### src/rtl/tpu_pkg.sv
// Shared types, constants and lookup functions for the tracker pattern unpacker.
`timescale 1ns / 1ps

package tpu_pkg;

  // Widths fixed by the stream format
  localparam int ROW_CNT_W  = 7;
  localparam int MASK_W     = 32;
  localparam int ROWS_DEF   = 64;
  localparam int SRC_CH_DEF = 32;

  // Queue between the parser and the converter
  localparam int QUEUE_DEPTH = 4;

  // Parser phases
  localparam logic [2:0] PH_LEN_LO = 3'd0;
  localparam logic [2:0] PH_LEN_HI = 3'd1;
  localparam logic [2:0] PH_FLAG   = 3'd2;
  localparam logic [2:0] PH_NOTE   = 3'd3;
  localparam logic [2:0] PH_INST   = 3'd4;
  localparam logic [2:0] PH_VOL    = 3'd5;
  localparam logic [2:0] PH_CMD    = 3'd6;
  localparam logic [2:0] PH_INFO   = 3'd7;

  // Special byte codes
  localparam logic [7:0] NOTE_EMPTY     = 8'hff;
  localparam logic [7:0] NOTE_STOP      = 8'hfe;
  localparam logic [7:0] TEMPO_MIN_INFO = 8'h20;
  localparam logic [7:0] VOL_SAT_IN     = 8'd64;
  localparam logic [7:0] VOL_MAX        = 8'hff;

  // Command codes
  localparam logic [4:0] CMD_NONE  = 5'd0;
  localparam logic [4:0] CMD_TEMPO = 5'd17;
  localparam logic [4:0] CMD_OTHER = 5'd19;

  // One decoded entry, raw bytes, handed from parser to converter
  typedef struct packed {
    logic       done;
    logic       with_cell;
    logic [5:0] row;
    logic [4:0] src;
    logic       note_present;
    logic [7:0] note_raw;
    logic [7:0] inst;
    logic       has_vol;
    logic [7:0] vol_raw;
    logic       has_cmd;
    logic [7:0] effect;
    logic [7:0] info;
  } tpu_rec_t;

  // Map an effect letter code to the renumbered command
  function automatic logic [4:0] map_command(input logic [7:0] cmd, input logic [7:0] info);
    logic [4:0] c;
    begin
      case (cmd)
        8'd1:  c = 5'd1;
        8'd2:  c = 5'd2;
        8'd3:  c = 5'd3;
        8'd4:  c = 5'd4;
        8'd5:  c = 5'd5;
        8'd6:  c = 5'd6;
        8'd7:  c = 5'd7;
        8'd8:  c = 5'd8;
        8'd9:  c = 5'd9;
        8'd10: c = 5'd10;
        8'd11: c = 5'd11;
        8'd12: c = 5'd12;
        8'd15: c = 5'd13;
        8'd17: c = 5'd14;
        8'd18: c = 5'd15;
        8'd19: c = 5'd16;
        8'd20: c = CMD_TEMPO;
        8'd22: c = 5'd18;
        default: c = CMD_OTHER;
      endcase
      // tempo values at or below the threshold are not real tempos
      if (c == CMD_TEMPO && info <= TEMPO_MIN_INFO) c = CMD_OTHER;
      return c;
    end
  endfunction

endpackage

### src/rtl/tpu_front.sv
// Byte parser: walks the packed stream, queues a record per entry with a cell or at pattern end.
`timescale 1ns / 1ps

module tpu_front import tpu_pkg::*; #(
  parameter int ROWS = ROWS_DEF
) (
  input  logic              clk,
  input  logic              rst,
  input  logic              take,
  input  logic [7:0]        data_byte,
  input  logic              pattern_start,
  input  logic [MASK_W-1:0] eff_mask,
  output logic              push,
  output tpu_rec_t          rec
);

  logic [2:0]           phase, phase_next;
  logic [ROW_CNT_W-1:0] row_count, row_count_next;
  logic [15:0]          bytes_left, bytes_left_next, bl_dec;
  logic [7:0]           length_low, length_low_next;
  logic [2:0]           pending, pending_next;
  logic                 used, used_next;
  logic [4:0]           src, src_next;
  logic [7:0]           note_raw, note_raw_next;
  logic [7:0]           inst, inst_next;
  logic [7:0]           vol_raw, vol_raw_next;
  logic [7:0]           effect, effect_next;
  logic [7:0]           info_v;
  logic                 complete;
  logic                 cell_out;
  logic                 done;
  logic                 row_open;

  // Phase after the flag (stage 0), instrument (1) or volume (2)
  function automatic logic [2:0] next_ph(input logic [2:0] p, input logic [1:0] stage);
    logic [2:0] n;
    begin
      if (stage == 2'd0 && p[0]) n = PH_NOTE;
      else if (stage <= 2'd1 && p[1]) n = PH_VOL;
      else if (p[2]) n = PH_CMD;
      else n = PH_FLAG;
      return n;
    end
  endfunction

  assign bl_dec   = bytes_left - {15'd0, (bytes_left != 16'd0)};
  assign row_open = row_count < ROW_CNT_W'(ROWS);

  always_comb begin
    phase_next      = phase;
    row_count_next  = row_count;
    bytes_left_next = bytes_left;
    length_low_next = length_low;
    pending_next    = pending;
    used_next       = used;
    src_next        = src;
    note_raw_next   = note_raw;
    inst_next       = inst;
    vol_raw_next    = vol_raw;
    effect_next     = effect;
    info_v          = 8'd0;
    complete        = 1'b0;
    cell_out        = 1'b0;
    done            = 1'b0;
    push            = 1'b0;
    if (take) begin
      if (pattern_start || phase == PH_LEN_LO) begin
        // new pattern: drop any partial entry
        length_low_next = data_byte;
        row_count_next  = '0;
        pending_next    = 3'd0;
        used_next       = 1'b0;
        phase_next      = PH_LEN_HI;
      end else if (phase == PH_LEN_HI) begin
        bytes_left_next = {data_byte, length_low};
        phase_next      = PH_FLAG;
        if ({data_byte, length_low} == 16'd0) begin
          done = 1'b1;
          push = 1'b1;
        end
      end else if (!(phase == PH_FLAG && bytes_left == 16'd0)) begin
        bytes_left_next = bl_dec;
        case (phase)
          PH_FLAG: begin
            if (data_byte == 8'd0) begin
              if (row_open) row_count_next = row_count + 1'b1;
              used_next = 1'b0;
              complete  = 1'b1;
            end else begin
              pending_next  = data_byte[7:5];
              src_next      = data_byte[4:0];
              used_next     = eff_mask[data_byte[4:0]] && row_open;
              note_raw_next = 8'd0;
              inst_next     = 8'd0;
              vol_raw_next  = 8'd0;
              effect_next   = 8'd0;
              phase_next    = next_ph(data_byte[7:5], 2'd0);
              complete      = (phase_next == PH_FLAG);
            end
          end
          PH_NOTE: begin
            note_raw_next = data_byte;
            phase_next    = PH_INST;
          end
          PH_INST: begin
            inst_next  = data_byte;
            phase_next = next_ph(pending, 2'd1);
            complete   = (phase_next == PH_FLAG);
          end
          PH_VOL: begin
            vol_raw_next = data_byte;
            phase_next   = next_ph(pending, 2'd2);
            complete     = (phase_next == PH_FLAG);
          end
          PH_CMD: begin
            effect_next = data_byte;
            phase_next  = PH_INFO;
          end
          default: begin
            info_v     = data_byte;
            phase_next = PH_FLAG;
            complete   = 1'b1;
          end
        endcase
        if (complete) begin
          cell_out  = used_next;
          done      = (bl_dec == 16'd0);
          used_next = 1'b0;
          push      = cell_out || done;
        end
      end
    end
  end

  always_comb begin
    rec.done         = done;
    rec.with_cell    = cell_out;
    rec.row          = row_count_next[5:0];
    rec.src          = src_next;
    rec.note_present = pending_next[0];
    rec.note_raw     = note_raw_next;
    rec.inst         = inst_next;
    rec.has_vol      = pending_next[1];
    rec.vol_raw      = vol_raw_next;
    rec.has_cmd      = pending_next[2];
    rec.effect       = effect_next;
    rec.info         = info_v;
  end

  always_ff @(posedge clk) begin
    if (rst) begin
      phase      <= PH_LEN_LO;
      row_count  <= '0;
      bytes_left <= 16'd0;
      pending    <= 3'd0;
      used       <= 1'b0;
    end else begin
      phase      <= phase_next;
      row_count  <= row_count_next;
      bytes_left <= bytes_left_next;
      pending    <= pending_next;
      used       <= used_next;
    end
  end

  always_ff @(posedge clk) begin
    length_low <= length_low_next;
    src        <= src_next;
    note_raw   <= note_raw_next;
    inst       <= inst_next;
    vol_raw    <= vol_raw_next;
    effect     <= effect_next;
  end

endmodule

### src/rtl/tpu_fifo.sv
// Short record queue between the parser and the converter.
`timescale 1ns / 1ps

module tpu_fifo import tpu_pkg::*; (
  input  logic     clk,
  input  logic     rst,
  input  logic     push,
  input  tpu_rec_t push_rec,
  input  logic     pop,
  output tpu_rec_t pop_rec,
  output logic     empty,
  output logic     full
);

  localparam int PTR_W = $clog2(QUEUE_DEPTH);
  localparam int CNT_W = $clog2(QUEUE_DEPTH + 1);

  tpu_rec_t         slots [QUEUE_DEPTH];
  logic [PTR_W-1:0] wr_ptr;
  logic [PTR_W-1:0] rd_ptr;
  logic [CNT_W-1:0] count;
  logic             do_push;
  logic             do_pop;

  assign empty   = (count == CNT_W'(0));
  assign full    = (count == CNT_W'(QUEUE_DEPTH));
  assign do_push = push && !full;
  assign do_pop  = pop && !empty;
  assign pop_rec = slots[rd_ptr];

  always_ff @(posedge clk) begin
    if (rst) begin
      wr_ptr <= '0;
      rd_ptr <= '0;
      count  <= '0;
    end else begin
      if (do_push) wr_ptr <= (wr_ptr == PTR_W'(QUEUE_DEPTH - 1)) ? '0 : wr_ptr + 1'b1;
      if (do_pop)  rd_ptr <= (rd_ptr == PTR_W'(QUEUE_DEPTH - 1)) ? '0 : rd_ptr + 1'b1;
      case ({do_push, do_pop})
        2'b10:   count <= count + 1'b1;
        2'b01:   count <= count - 1'b1;
        default: count <= count;
      endcase
    end
  end

  always_ff @(posedge clk) begin
    if (do_push) slots[wr_ptr] <= push_rec;
  end

endmodule

### src/rtl/tpu_back.sv
// Converter: turns queued raw entries into result words in an output register.
`timescale 1ns / 1ps

module tpu_back import tpu_pkg::*; (
  input  logic              clk,
  input  logic              rst,
  input  tpu_rec_t          rec,
  input  logic              rec_avail,
  output logic              pop,
  input  logic [MASK_W-1:0] eff_mask,
  input  logic [6:0]        note_floor,
  input  logic [6:0]        note_ceil,
  input  logic [7:0]        pattern_number,
  output logic              out_valid,
  input  logic              out_ready,
  output logic [7:0]        pattern_index,
  output logic [5:0]        row,
  output logic [4:0]        channel,
  output logic [6:0]        note,
  output logic              stop_flag,
  output logic [7:0]        instrument,
  output logic              vol_present,
  output logic [7:0]        volume,
  output logic [4:0]        command,
  output logic [7:0]        info,
  output logic              cell_valid,
  output logic              pattern_done
);

  logic [MASK_W-1:0] below;
  logic [4:0]        ch_c;
  logic [7:0]        semi_sum;
  logic [6:0]        note_c;
  logic [7:0]        vol_c;
  logic [4:0]        cmd_c;

  assign pop = rec_avail && (!out_valid || out_ready);

  // enabled channels below the source channel
  assign below = eff_mask & ~({MASK_W{1'b1}} << rec.src);
  assign ch_c  = 5'($countones(below));

  // octave*12 + semitone + 12, then clamp
  assign semi_sum = ({4'd0, rec.note_raw[7:4]} * 8'd12) + {4'd0, rec.note_raw[3:0]} + 8'd12;

  always_comb begin
    if (semi_sum < {1'b0, note_floor}) note_c = note_floor;
    else if (semi_sum > {1'b0, note_ceil}) note_c = note_ceil;
    else note_c = semi_sum[6:0];
    if (!rec.note_present || rec.note_raw == NOTE_EMPTY || rec.note_raw == NOTE_STOP) begin
      note_c = 7'd0;
    end
  end

  always_comb begin
    if (rec.vol_raw == 8'd0) vol_c = 8'd0;
    else if (rec.vol_raw >= VOL_SAT_IN) vol_c = VOL_MAX;
    else vol_c = {rec.vol_raw[5:0], 2'b00} - 8'd1;
  end

  assign cmd_c = rec.has_cmd ? map_command(rec.effect, rec.info) : CMD_NONE;

  always_ff @(posedge clk) begin
    if (rst) begin
      out_valid <= 1'b0;
    end else if (pop) begin
      out_valid <= 1'b1;
    end else if (out_ready) begin
      out_valid <= 1'b0;
    end
  end

  always_ff @(posedge clk) begin
    if (pop) begin
      pattern_index <= pattern_number;
      pattern_done  <= rec.done;
      cell_valid    <= rec.with_cell;
      if (rec.with_cell) begin
        row         <= rec.row;
        channel     <= ch_c;
        note        <= note_c;
        stop_flag   <= rec.note_present && (rec.note_raw == NOTE_STOP);
        instrument  <= rec.inst;
        vol_present <= rec.has_vol;
        volume      <= rec.has_vol ? vol_c : 8'd0;
        command     <= cmd_c;
        info        <= rec.has_cmd ? rec.info : 8'd0;
      end else begin
        row         <= 6'd0;
        channel     <= 5'd0;
        note        <= 7'd0;
        stop_flag   <= 1'b0;
        instrument  <= 8'd0;
        vol_present <= 1'b0;
        volume      <= 8'd0;
        command     <= CMD_NONE;
        info        <= 8'd0;
      end
    end
  end

endmodule

### src/rtl/tracker_pattern_unpacker_top.sv
// Top level of the tracker pattern unpacker: register port, parser, queue, converter.
`timescale 1ns / 1ps

// Packed pattern bytes enter on the slave stream, one byte per word, and are
// taken at one word per clock while the queue has room, with no gap between
// patterns. The first length byte of a pattern is marked by s_tuser. Each
// finished entry on an enabled channel within the first ROWS rows leaves as
// one result word on the master stream; m_tuser is high when the word carries
// a cell and m_tlast is high on the word that ends the declared pattern length
// (it may carry a cell too, or stand alone with all cell fields zero). Bytes
// after the end are dropped until the next s_tuser. On the way from the
// accepted byte that finishes an entry to its result on the master side, the
// parser writes the entry into a four-word queue, and the converter (channel
// compaction, note clamp, volume scale, command map) loads the output
// register. The queue lets the input keep moving while the output stalls,
// until four entries wait; s_tready drops only when the queue is full. Write
// the registers over the APB port only while no pattern is in flight.

module tracker_pattern_unpacker_top import tpu_pkg::*; #(
  parameter int ROWS            = ROWS_DEF,
  parameter int SOURCE_CHANNELS = SRC_CH_DEF
) (
  input  logic        clk,
  input  logic        rst,
  // slave stream
  input  logic        s_tvalid,
  output logic        s_tready,
  input  logic [7:0]  s_tdata,   // [7:0] data_byte
  input  logic        s_tuser,   // [0] pattern_start
  // master stream
  output logic        m_tvalid,
  input  logic        m_tready,
  // [7:0] pattern_index, [13:8] row, [18:14] channel, [25:19] note,
  // [26] stop flag, [34:27] instrument, [35] volume present, [43:36] volume,
  // [48:44] command, [56:49] info, [63:57] zero
  output logic [63:0] m_tdata,
  output logic        m_tuser,   // [0] cell_valid
  output logic        m_tlast,   // pattern_done
  // register port
  input  logic        psel,
  input  logic        penable,
  input  logic        pwrite,
  input  logic [3:0]  paddr,
  input  logic [31:0] pwdata,
  output logic [31:0] prdata,
  output logic        pready
);

  // Register map, word index
  localparam logic [1:0] REG_MASK    = 2'd0;
  localparam logic [1:0] REG_LOWEST  = 2'd1;
  localparam logic [1:0] REG_HIGHEST = 2'd2;
  localparam logic [1:0] REG_PATTERN = 2'd3;

  // Channels at or above SOURCE_CHANNELS never take a cell
  localparam logic [63:0]       SC_FULL = (64'd1 << SOURCE_CHANNELS) - 64'd1;
  localparam logic [MASK_W-1:0] SC_MASK = SC_FULL[MASK_W-1:0];

  logic [MASK_W-1:0] channel_enable_mask;
  logic [6:0]        note_floor;
  logic [6:0]        note_ceil;
  logic [7:0]        pattern_number;
  logic [MASK_W-1:0] eff_mask;
  logic              wr_en;

  logic              take;
  logic              push;
  tpu_rec_t          push_rec;
  tpu_rec_t          pop_rec;
  logic              pop;
  logic              q_empty;
  logic              q_full;

  logic [7:0]        pattern_index;
  logic [5:0]        row;
  logic [4:0]        channel;
  logic [6:0]        note;
  logic              stop_flag;
  logic [7:0]        instrument;
  logic              vol_present;
  logic [7:0]        volume;
  logic [4:0]        command;
  logic [7:0]        info;

  // Register port: zero wait states
  assign pready = 1'b1;
  assign wr_en  = psel && penable && pwrite && pready;

  always_ff @(posedge clk) begin
    if (rst) begin
      channel_enable_mask <= 32'h0000ffff;
      note_floor          <= 7'd12;
      note_ceil           <= 7'd107;
      pattern_number      <= 8'd0;
    end else if (wr_en) begin
      case (paddr[3:2])
        REG_MASK:    channel_enable_mask <= pwdata;
        REG_LOWEST:  note_floor          <= pwdata[6:0];
        REG_HIGHEST: note_ceil           <= pwdata[6:0];
        REG_PATTERN: pattern_number      <= pwdata[7:0];
        default:     channel_enable_mask <= channel_enable_mask;
      endcase
    end
  end

  always_comb begin
    case (paddr[3:2])
      REG_MASK:    prdata = channel_enable_mask;
      REG_LOWEST:  prdata = {25'd0, note_floor};
      REG_HIGHEST: prdata = {25'd0, note_ceil};
      REG_PATTERN: prdata = {24'd0, pattern_number};
      default:     prdata = 32'd0;
    endcase
  end

  assign eff_mask = channel_enable_mask & SC_MASK;

  // Input side: hold off only when the queue cannot take another entry
  assign s_tready = !q_full;
  assign take     = s_tvalid && s_tready;

  tpu_front #(
    .ROWS (ROWS)
  ) u_front (
    .clk           (clk),
    .rst           (rst),
    .take          (take),
    .data_byte     (s_tdata),
    .pattern_start (s_tuser),
    .eff_mask      (eff_mask),
    .push          (push),
    .rec           (push_rec)
  );

  tpu_fifo u_fifo (
    .clk      (clk),
    .rst      (rst),
    .push     (push),
    .push_rec (push_rec),
    .pop      (pop),
    .pop_rec  (pop_rec),
    .empty    (q_empty),
    .full     (q_full)
  );

  tpu_back u_back (
    .clk            (clk),
    .rst            (rst),
    .rec            (pop_rec),
    .rec_avail      (!q_empty),
    .pop            (pop),
    .eff_mask       (eff_mask),
    .note_floor     (note_floor),
    .note_ceil      (note_ceil),
    .pattern_number (pattern_number),
    .out_valid      (m_tvalid),
    .out_ready      (m_tready),
    .pattern_index  (pattern_index),
    .row            (row),
    .channel        (channel),
    .note           (note),
    .stop_flag      (stop_flag),
    .instrument     (instrument),
    .vol_present    (vol_present),
    .volume         (volume),
    .command        (command),
    .info           (info),
    .cell_valid     (m_tuser),
    .pattern_done   (m_tlast)
  );

  // Pack the result word, first field lowest
  assign m_tdata = {7'd0, info, command, volume, vol_present, instrument,
                    stop_flag, note, channel, row, pattern_index};

endmodule
### config.mk
export PLATFORM = sky130hd
export DESIGN_NAME = tracker_pattern_unpacker_top
export DESIGN_NICKNAME = d
export VERILOG_FILES = /design/src/rtl/tpu_pkg.sv /design/src/rtl/tpu_front.sv /design/src/rtl/tpu_fifo.sv /design/src/rtl/tpu_back.sv /design/src/rtl/tracker_pattern_unpacker_top.sv
export SDC_FILE = /design/constraint.sdc
export NUM_CORES = 1
export LEC_CHECK = 0
export BUFFER_PORTS_ARGS = -buffer_cell sky130_fd_sc_hd__buf_2
export CAP_MARGIN = 10
export CORE_MARGIN = 2
export CORE_UTILIZATION = 50
export CTS_CLUSTER_DIAMETER = 60
export DETAILED_ROUTE_END_ITERATION = 10
export PLACE_DENSITY_LB_ADDON = 0.1
export RECOVER_POWER = 100
export SYNTH_ARGS = -nofsm -noshare
export SYNTH_HDL_FRONTEND = slang
export SYNTH_SLANG_ARGS = --single-unit
### constraint.sdc
create_clock -name clk -period 7.64 [get_ports clk]
set_clock_uncertainty 0.1 [all_clocks]
set_input_delay 1.146 -clock clk [delete_from_list [all_inputs] [get_ports clk]]
set_output_delay 1.146 -clock clk [all_outputs]
set_load 0.01 [all_outputs]
* After elaboration in Yosys (flattened, before gate mapping)
Memory sizes are Yosys's and may differ from the RTL's. A register that Yosys moved wholly into a read port is not among the register bits.
Cells that the tools add are included.
** Operators by class
- $add $sub $neg :: 40
- $mul :: 1
- Order comparisons :: 6
- Equality and inequality tests :: 25
- Shifts and indexed selects :: 1
- Muxes and demuxes :: 125
- Bitwise logic cells :: 6
- Reduce and logical (&&, ||, !) cells :: 49
** Operator list (count)
- $mux W8 :: 26
- $pmux W32 S4 :: 1
- $mux W3 :: 31
- $add A5 B5 Y5 :: 15
- $pmux W8 S2 :: 4
- $mux W7 :: 8
- $logic_not A16 Y1 :: 3
- $mux W5 :: 8
- $mux W1 :: 36
- $add A1 B1 Y2 :: 16
- $and A32 B32 Y32 :: 1
- $mux W16 :: 2
- $not A32 Y32 :: 1
- $shl A32 B5 Y32 const A :: 1
- $eq A8 B8 Y1 const B :: 2
- $logic_not A8 Y1 :: 2
- $reduce_bool A16 Y1 :: 1
- $sub A16 B1 Y16 :: 1
- $eq A3 B2 Y1 const B :: 5
- $pmux W3 S5 :: 1
- $eq A3 B3 Y1 const B :: 4
- $reduce_and A2 Y1 :: 6
- $eq A2 B2 Y1 const B :: 5
- $logic_and A1 B1 Y1 :: 10
- other kinds (36) :: 63
** Word-level totals
- Bits in registers :: 196
- RAM bits :: 224
- Memory bits (read-only) :: 160
- Input bits :: 52
- Output and inout port bits :: 101
- Logic and storage cells :: 288
- Memories :: 2
** Memories
- u_fifo.slots :: words 4, bits a word 56, read ports 1, clocked after memory_dff 1, write ports 1, line tpu_fifo.sv:18 : tpu_rec_t slots [QUEUE_DEPTH];
- (no name shown) :: words 32, bits a word 5, read ports 1, clocked after memory_dff 0, write ports 0, line tpu_pkg.sv:57 : case (cmd)

* Longest topological paths before layout
Gate-level depths: netlist of run 1.
- Depth after elaboration :: 24
- Gate-level depth with buffers :: 25
- Depth with buffers taken out :: 21

* Hierarchy
From an unflattened synthesis of run 1, not the netlist that was laid out.
** Second synthesis, totals
- Cells, all modules :: 1538
- Area, all modules :: 20025.5 µm²
** Modules (own cells, without submodules)
- tpu_fifo :: times used 1, cells an instance 346, area each 8574.5 µm², seq. area each 6906.6 µm²
- tpu_back :: times used 1, cells an instance 424, area each 4569.4 µm², seq. area each 1761.7 µm²
- tpu_front :: times used 1, cells an instance 483, area each 4212.8 µm², seq. area each 1581.5 µm²
- tracker_pattern_unpacker_top :: times used 1, cells an instance 285, area each 2668.8 µm², seq. area each 1081.0 µm²

* Worst setup path before layout of run 1
Ideal clock, no wire load.
- Kind :: register to register
- From :: reg with a tool-made name
- To :: reg u_back.channel[3], data pin
- Library setup time :: 0.264 ns
- Arrival time :: 5.996 ns
- Required time :: 7.276 ns
- Setup slack :: 1.280 ns
- Cell stages (with the launch flop) :: 22
- Path buffers :: 3
- Period minus slack after synthesis :: 6.360 ns
- Cells stage by stage :: dfxtp_1 > buf_2 > buf_2 > buf_2 > mux4_2 > or2_2 > nor2_1 > a21boi_0 > ha_1 > inv_1 > fa_1 > inv_1 > fa_1 > inv_1 > fa_1 > fa_1 > fa_1 > inv_1 > ha_1 > fa_1 > xnor2_1 > nor2_1
** RTL lines
- to (signal assigned) :: line tpu_back.sv:80 : channel <= ch_c;
- to (decl) :: line tpu_back.sv:18 : output logic [4:0] channel,

* Final worst setup path of run 1
- From :: reg u_front.bytes_left[5]
- To :: mem u_fifo.slots[3][4] (netlist name), enable pin
** Between the ends
- Cells in the longest elaborated chain, start to end :: 12
- Elaborated cells on any way between the ends :: 14
** Ends and longest elaborated chain
- from (decl) :: line tpu_front.sv:19 : logic [15:0] bytes_left, bytes_left_next, bl_dec;
- from (signal assigned) :: line tpu_front.sv:160 : bytes_left <= bytes_left_next;
- $reduce_bool A16 Y1 :: line tpu_front.sv:46 : assign bl_dec = bytes_left - {15'd0, (bytes_left != 16'd0)};
- $sub A16 B1 Y16 :: line tpu_front.sv:46
- $logic_not A16 Y1 :: line tpu_front.sv:127 : done = (bl_dec == 16'd0);
- $logic_or A1 B1 Y1 :: line tpu_front.sv:129 : push = cell_out || done;
- $mux W1 :: line tpu_front.sv:125 : if (complete) begin
- $mux W1 * :: line tpu_front.sv:81 : end else if (!(phase == PH_FLAG && bytes_left == 16'd0)) begin
- $mux W1 * :: line tpu_front.sv:74 : end else if (phase == PH_LEN_HI) begin
- $mux W1 * :: line tpu_front.sv:67 : if (pattern_start || phase == PH_LEN_LO) begin
- $mux W1 * :: line tpu_front.sv:66 : if (take) begin
- $logic_and A1 B1 Y1 * :: line tpu_fifo.sv:27 : assign do_push = push && !full;
- $mux W1 * :: line tpu_fifo.sv:48 : if (do_push) slots[wr_ptr] <= push_rec;
- $mux W1 (not written as such) * :: line tpu_fifo.sv:48
- to (decl) :: line tpu_fifo.sv:18
Mark *: on every way between the ends. The rest lies on a longest branch, timed or not.

==> results.md, run 1 <==
* Fin util at 56.9%
* Min Hold Slack at 0.359 ns
* WP data required at 7.74 ns
* Critical Path, Cell by Cell: nor3_2 > nand4_1 > or4b_1 > ha_1 > ha_1 > nor2b_1 > nand4_1 > a2111oi_0 > o2111ai_1 > o41ai_1 > nor2_2 > nor2b_4 > clkbuf_4
* Final critical-path share of the clock period at 86.9%
* Setup Buffers After CTS at 0
* Worst R2R Path Depth at 13
* Layout cells sized above 1 at 13.5%
* Rows at 72
* Number of nets in the layout at 1,781
* Number of H-tree levels at 2
* Failing checks: capacitance limit, slew limit
* Io pins at 153
* Synth Instances at 1,514
* Crit path DAT at 6.74 ns
* Critical Path Source Type: register
* Syn_area_per_cell at 12.8 sq um
* Vias/cell at 5.60
* P&R area growth vs syn at 12.8%
* ANT cells at 0
* Post-synth top cells: 290 x edfxtp_1, 131 x dfxtp_1, 121 x nand2_1
* Hold Crit Class: register to register
* Setup Viol. Count Final at 0
* Primary FF master, synth: edfxtp_1
* First-pass GRT wire length at 69,300 um
* CTS Root Cell: clkbuf_16
* Max-slew headroom at -162%
* Largest Register: u_fifo.slots
* CTS max path bufs at 3
* Ranking of synthesized cells by area: edfxtp_1 45%, dfxtp_1 14%, mux4_2 7.5%
* Largest regs: u_fifo.slots: 224 flops, channel_enable_mask: 32 flops, u_front.bytes_left: 16 flops
* Worst path slowest cell: o41ai_1
* PostCTS Resize Cnt at 0
* Hold Path Cell Cnt at 0
* Residual DRC at 0
* Clk pin slew, worst setup/hold paths at 0.06 ns
* Distinct cell type count after synthesis at 82
* Chip width at 201 um
* Via Count at 12,300
* Post-synth ARST share at 0%
* CTS Hold Bufs at 0
* Max reg flops at 224
* Count of final max-slew check failures at 227
* Min Tclk post-route at 6.64 ns
* Routed WL per cell at 20.0 um
* Die area at 40,400 sq um
* Sequential share of the synthesized area at 58.4%
* Pwr Density at 344 nW/um^2
* Area leader, netlist: edfxtp_1
* Fmax at 151 MHz
* Max-Cap Viols at 6
* Clk_lat worst skew at 0.60 ns
* Die Y at 201 um
* Worst Setup Path Type: register to register
* Vias in the first global route at 12,200
* Initial core utilization at 50.5%
* Hold endpoint: u_back.pattern_index[7]
* Top cell type's share of synthesized area at 44.9%
* DRT iter0 DRCs at 815
* Number of buffers added on ports at 142
* Actual slew at the worst max-slew pin at 3.92 ns
* Core Area at 38,500 sq um
* Slowest stage delay, CP at 1.13 ns
* Launch point of the worst reg-to-reg path: u_front.bytes_left[5]
* Inserted Clock Buffers at 47
* WP buf/inv at 1
* Final WL at 43,900 um
* Status: finished, violations left
* Hold path startpoint: pattern_number[7]
* Yosys warning total at 0
* Cell Area, Synth at 19,400 sq um
* Post-synth EDFFs at 290
* Largest net degree at the start of global routing at 86
* R2r setup slk at 1.00 ns
* Endpoints failing hold at 0
* Top cell family by delay on the critical path: simple AND/OR/NAND/NOR gates
* Lkg Pwr at 7.66 nW
* GRT Util Overall at 22.1%
* FF+latch count, synth at 421
* Unrepaired setup endpoints after global routing: false
* CTS tree: yes
* Grt ovf at 0
* CP Max Fanout at 47
* Drt first pass iters at 5
* Routability congestion estimate at 0.898
* Post-DP HPWL at 28,600 um
* Worst R2R End: u_fifo.slots[3][4]
* CTS Sinks at 421
* Count leader, synth: edfxtp_1
* Critical path capture point type: register
* Setup TNS at 0 ns
* Max VDD drop at 0.000222 V
* Post-route antenna net violation count at 0
* Initial antenna violation count at 0
-- metrics by stage --
| step | worst slack (ns) | power, mW | instance area, sq um | std cells |
|---|---|---|---|---|
| floorplan | 1.28 | 4.78 | 19400 | 1520 |
| global placement | 1.26 | 5.42 | 20600 | 2110 |
| detailed placement | 1.18 | 5.45 | 20600 | 2110 |
| CTS | 1.18 | 7.64 | 22100 | 2197 |
| global route | 0.431 | 8.03 | 21900 | 2197 |
| finish | 1.00 | 7.53 | 21900 | 2197 |
-- how the worst max path moves through the flow --
stage / startpoint / to / slack (ns) / cells past startpoint
after global routing: u_front.bytes_left[5] / u_fifo.slots[1][34] / 0.43 / 13
after detailed placement: register / u_back.channel[3] / 1.18 / 18
after floorplan: register / u_back.channel[3] / 1.28 / 21
after global placement: register / u_back.channel[3] / 1.26 / 18
after CTS: register / u_back.channel[3] / 1.18 / 18
final: u_front.bytes_left[5] / u_fifo.slots[3][4] / 1.00 / 13
-- final cells by class --
type	instances	area (sq um)
Clock inverter	24	241
Inverter	107	402
Timing Repair Buffer	161	734
Multi-Input combinational cell	903	7280
Tap cell	518	648
Fill cell	3199	16600
Clock buffer	63	1260
Sequential cell	421	11300
-- kinds of logic after synthesis --
| group | share of synthesized area (%) |
|---|---|
| simple gates | 11.5 |
| buf+inv | 4.17 |
| flops | 58.4 |
| compound gates | 9.00 |
| other cells | 0.0387 |
| xor+xnor | 1.08 |
| fa+ha+maj | 6.76 |
| mux | 9.10 |
-- power breakdown --
| part | internal [mW] | switching [mW] |
|---|---|---|
| clock network | 1.27 | 0.913 |
| registers | 2.81 | 0.115 |
| logic | 0.975 | 1.46 |
-- layout by cell type, fill, tap and decap left out, types with 10 or more instances in the layout --
cell type | netlist | layout
or3_1 | 11 | 12
and3_1 | 20 | 20
a22o_1 | 36 | 36
nand2_1 | 121 | 121
inv_1 | 107 | 107
fa_1 | 28 | 28
clkbuf_1 | 52 | 101
and2_0 | 0 | 37
xnor2_1 | 11 | 11
clkbuf_16 | 0 | 47
dfxtp_1 | 131 | 130
edfxtp_1 | 290 | 290
buf_2 | 14 | 59
nand4_1 | 10 | 10
xor2_1 | 13 | 13
ha_1 | 60 | 60
a211oi_1 | 10 | 10
buf_4 | 11 | 11
nor3_1 | 23 | 22
mux2i_1 | 28 | 28
and2_1 | 53 | 16
nand3b_1 | 16 | 16
mux4_2 | 65 | 65
o21ai_0 | 38 | 42
a21oi_1 | 74 | 73
nand3_1 | 17 | 17
nor2_1 | 105 | 105
-- per-layer routing --
| metal | part of all wire, % | routed length [um] | vias up | track usage, % |
|---|---|---|---|---|
| li1 | - | - | 5802 | - |
| met1 | 45 | 19700 | 6149 | 30.5 |
| met2 | 48 | 21000 | 291 | 36.1 |
| met3 | 4.8 | 2110 | 68 | 3.67 |
| met4 | 2.5 | 1100 | 0 | 6.64 |
| met5 | 0 | 0 | - | 0 |
No activity file was read; power rests on OpenSTA's default activity.
==> run 2: changes to the inputs <==
clock period = 8.5 ns   (was 7.64 ns; I/O delays follow)
==> run 2 against run 1 <==
Net effect:
- core utilization down 0.19 points
- clock power down 12%
- maximum frequency is 4.5% lower
- worst hold slack improved by 0.00060 ns
- largest power group unchanged
- global-route usage shrank 0.17 points
- largest cell class unchanged
- clock-buffer cell count fell by 1
- cell count is essentially flat
- first-iteration DRC count shrank 9.9%
- critical path depth did not move
- wire length is 0.11% lower
- the run still ends with capacitance limit, slew limit left
- sequential share of layout area is 0.17 points higher
==> results.md, run 2 (synthesis results as in run 1) <==
* Vias in the first global route at 12,500
* Most frequent cells in the layout: 290 x edfxtp_1, 130 x dfxtp_1, 121 x nand2_1
* CP Max Fanout at 30
* Via Count at 12,200
* Top cell family by delay on the critical path: simple AND/OR/NAND/NOR gates
* Lkg Pwr at 7.63 nW
* Hold Path Cell Cnt at 0
* Drt first pass iters at 5
* Post-DP HPWL at 28,700 um
* Clk_lat worst skew at 0.58 ns
* CTS tree: yes
* Busiest metal layer after global routing: met2
* Routability congestion estimate at 0.915
* Fmax at 144 MHz
* GRT Util Overall at 21.9%
* Met3 Track Usage GR at 3.91%
* Failing checks: capacitance limit, slew limit
* CTS Sinks at 421
* Io pins at 153
* Residual DRC at 0
* Setup TNS at 0 ns
* Max-Cap Viols at 7
* Hold Crit Class: register to register
* Cell Count, Final, Fillers Out at 2,195
* CTS Root Cell: clkbuf_16
* Slowest stage delay, CP at 1.29 ns
* Routed WL per cell at 20.0 um
* Count of final max-slew check failures at 203
* Endpoints failing hold at 0
* Critical path capture point type: register
* Largest regs: u_fifo.slots: 224 flops, channel_enable_mask: 32 flops, u_front.bytes_left: 16 flops
* Grt ovf at 0
* Die Y at 201 um
* Largest net degree at the start of global routing at 86
* Die area at 40,400 sq um
* Initial antenna violation count at 2
* Launch point of the worst reg-to-reg path: u_front.bytes_left[5]
* WP buf/inv at 1
* Max reg flops at 224
* Hold path startpoint: pattern_number[7]
* Worst Setup Path Type: register to register
* CTS max path bufs at 3
* Worst R2R Path Depth at 13
* Max-slew headroom at -167%
* Layout cells sized above 1 at 13.1%
* R2r setup slk at 1.55 ns
* Final critical-path share of the clock period at 81.7%
* Vias/cell at 5.58
* Setup Buffers After CTS at 0
* P&R area growth vs syn at 12.5%
* Inserted Clock Buffers at 47
* Clk pin slew, worst setup/hold paths at 0.06 ns
* Met1 usage at 30.2%
* Status: finished, violations left
* Crit path DAT at 7.06 ns
* Initial core utilization at 50.5%
* Worst R2R End: u_fifo.slots[3][34]
* DRT iter0 DRCs at 734
* Number of buffers added on ports at 142
* Chip width at 201 um
* CTS Hold Bufs at 0
* First-pass GRT wire length at 69,400 um
* Largest Register: u_fifo.slots
* Worst path slowest cell: o41ai_1
* Met2 Use GR at 36.0%
* WP data required at 8.62 ns
* Pwr Density at 307 nW/um^2
* Critical Path Source Type: register
* Min Tclk post-route at 6.95 ns
* Unrepaired setup endpoints after global routing: false
* Post-route antenna net violation count at 0
* Critical Path, Cell by Cell: nor3_2 > nand4_1 > or4b_1 > ha_1 > ha_1 > nor2b_1 > nand4_1 > a2111oi_0 > o2111ai_1 > o41ai_1 > nor2_2 > nor2b_4 > buf_4
* Actual slew at the worst max-slew pin at 4.00 ns
* Max VDD drop at 0.000234 V
* Hold endpoint: u_back.pattern_index[7]
* Final WL at 43,800 um
* Rows at 72
* Number of H-tree levels at 2
* Number of nets in the layout at 1,779
* Commonest non-fill, non-tap cell in the layout: edfxtp_1
* PostCTS Resize Cnt at 0
* Dpl cells at 2,107
* Setup Viol. Count Final at 0
* Number of stages on the worst setup path at 13
* Core Area at 38,500 sq um
## run 2: cell count changes in the layout (fill, tap and decap cells not counted), sizes merged
cell    delta
clkbuf     -5
inv        +3
buf        +2
clkinv     -2
diode      +1
bufinv     -1
## run 2: area by class of cell
class,instances,area [sq um]
clock buffer,62,1250
antenna,1,2.50
sequential,421,11300
clock inverter,24,196
inverter,107,402
tap,518,648
multi-input combinational,903,7270
fill,3265,16600
timing repair buffer,159,717
## run 2: routing by layer
layer  vias up  share of wire (%)
met5         -              0.025
li1       5806                  -
met3        56                4.6
met1      6124                 46
met4         2                1.7
met2       261                 48
## run 2: stage by stage
stage | total power, mW | utilization (%) | hold slack (ns) | setup WS, ns | cell area, sq um
after floorplan | 4.29 | - | 0.324 | 2.14 | 19400
after global placement | 4.85 | 53.4 | 0.346 | 2.28 | 20600
after detailed placement | 4.88 | 53.4 | 0.344 | 2.26 | 20600
after CTS | 6.81 | 57.2 | 0.358 | 2.22 | 22000
after global routing | 7.12 | 56.7 | 0.377 | 1.13 | 21800
final | 6.70 | 56.7 | 0.360 | 1.55 | 21800
## run 2: how the worst max path moves through the flow
| stage | end | from | slack [ns] |
|---|---|---|---|
| 2_1_floorplan | u_back.channel[3] | register | 2.14 |
| 3_3_place_gp | u_back.channel[3] | register | 2.28 |
| 3_5_place_dp | u_back.channel[3] | register | 2.26 |
| 4_1_cts | u_back.channel[3] | register | 2.22 |
| 5_1_grt | u_fifo.slots[1][37] | u_front.bytes_left[5] | 1.13 |
| 6_report | u_fifo.slots[3][34] | u_front.bytes_left[5] | 1.55 |
## run 2: where the power goes
part	total (mW)	internal [mW]	switching, mW
Sequential	2.64	2.52	0.113
Combinational	2.15	0.871	1.28
Clock	1.91	1.11	0.806
Total	6.70	4.50	2.20
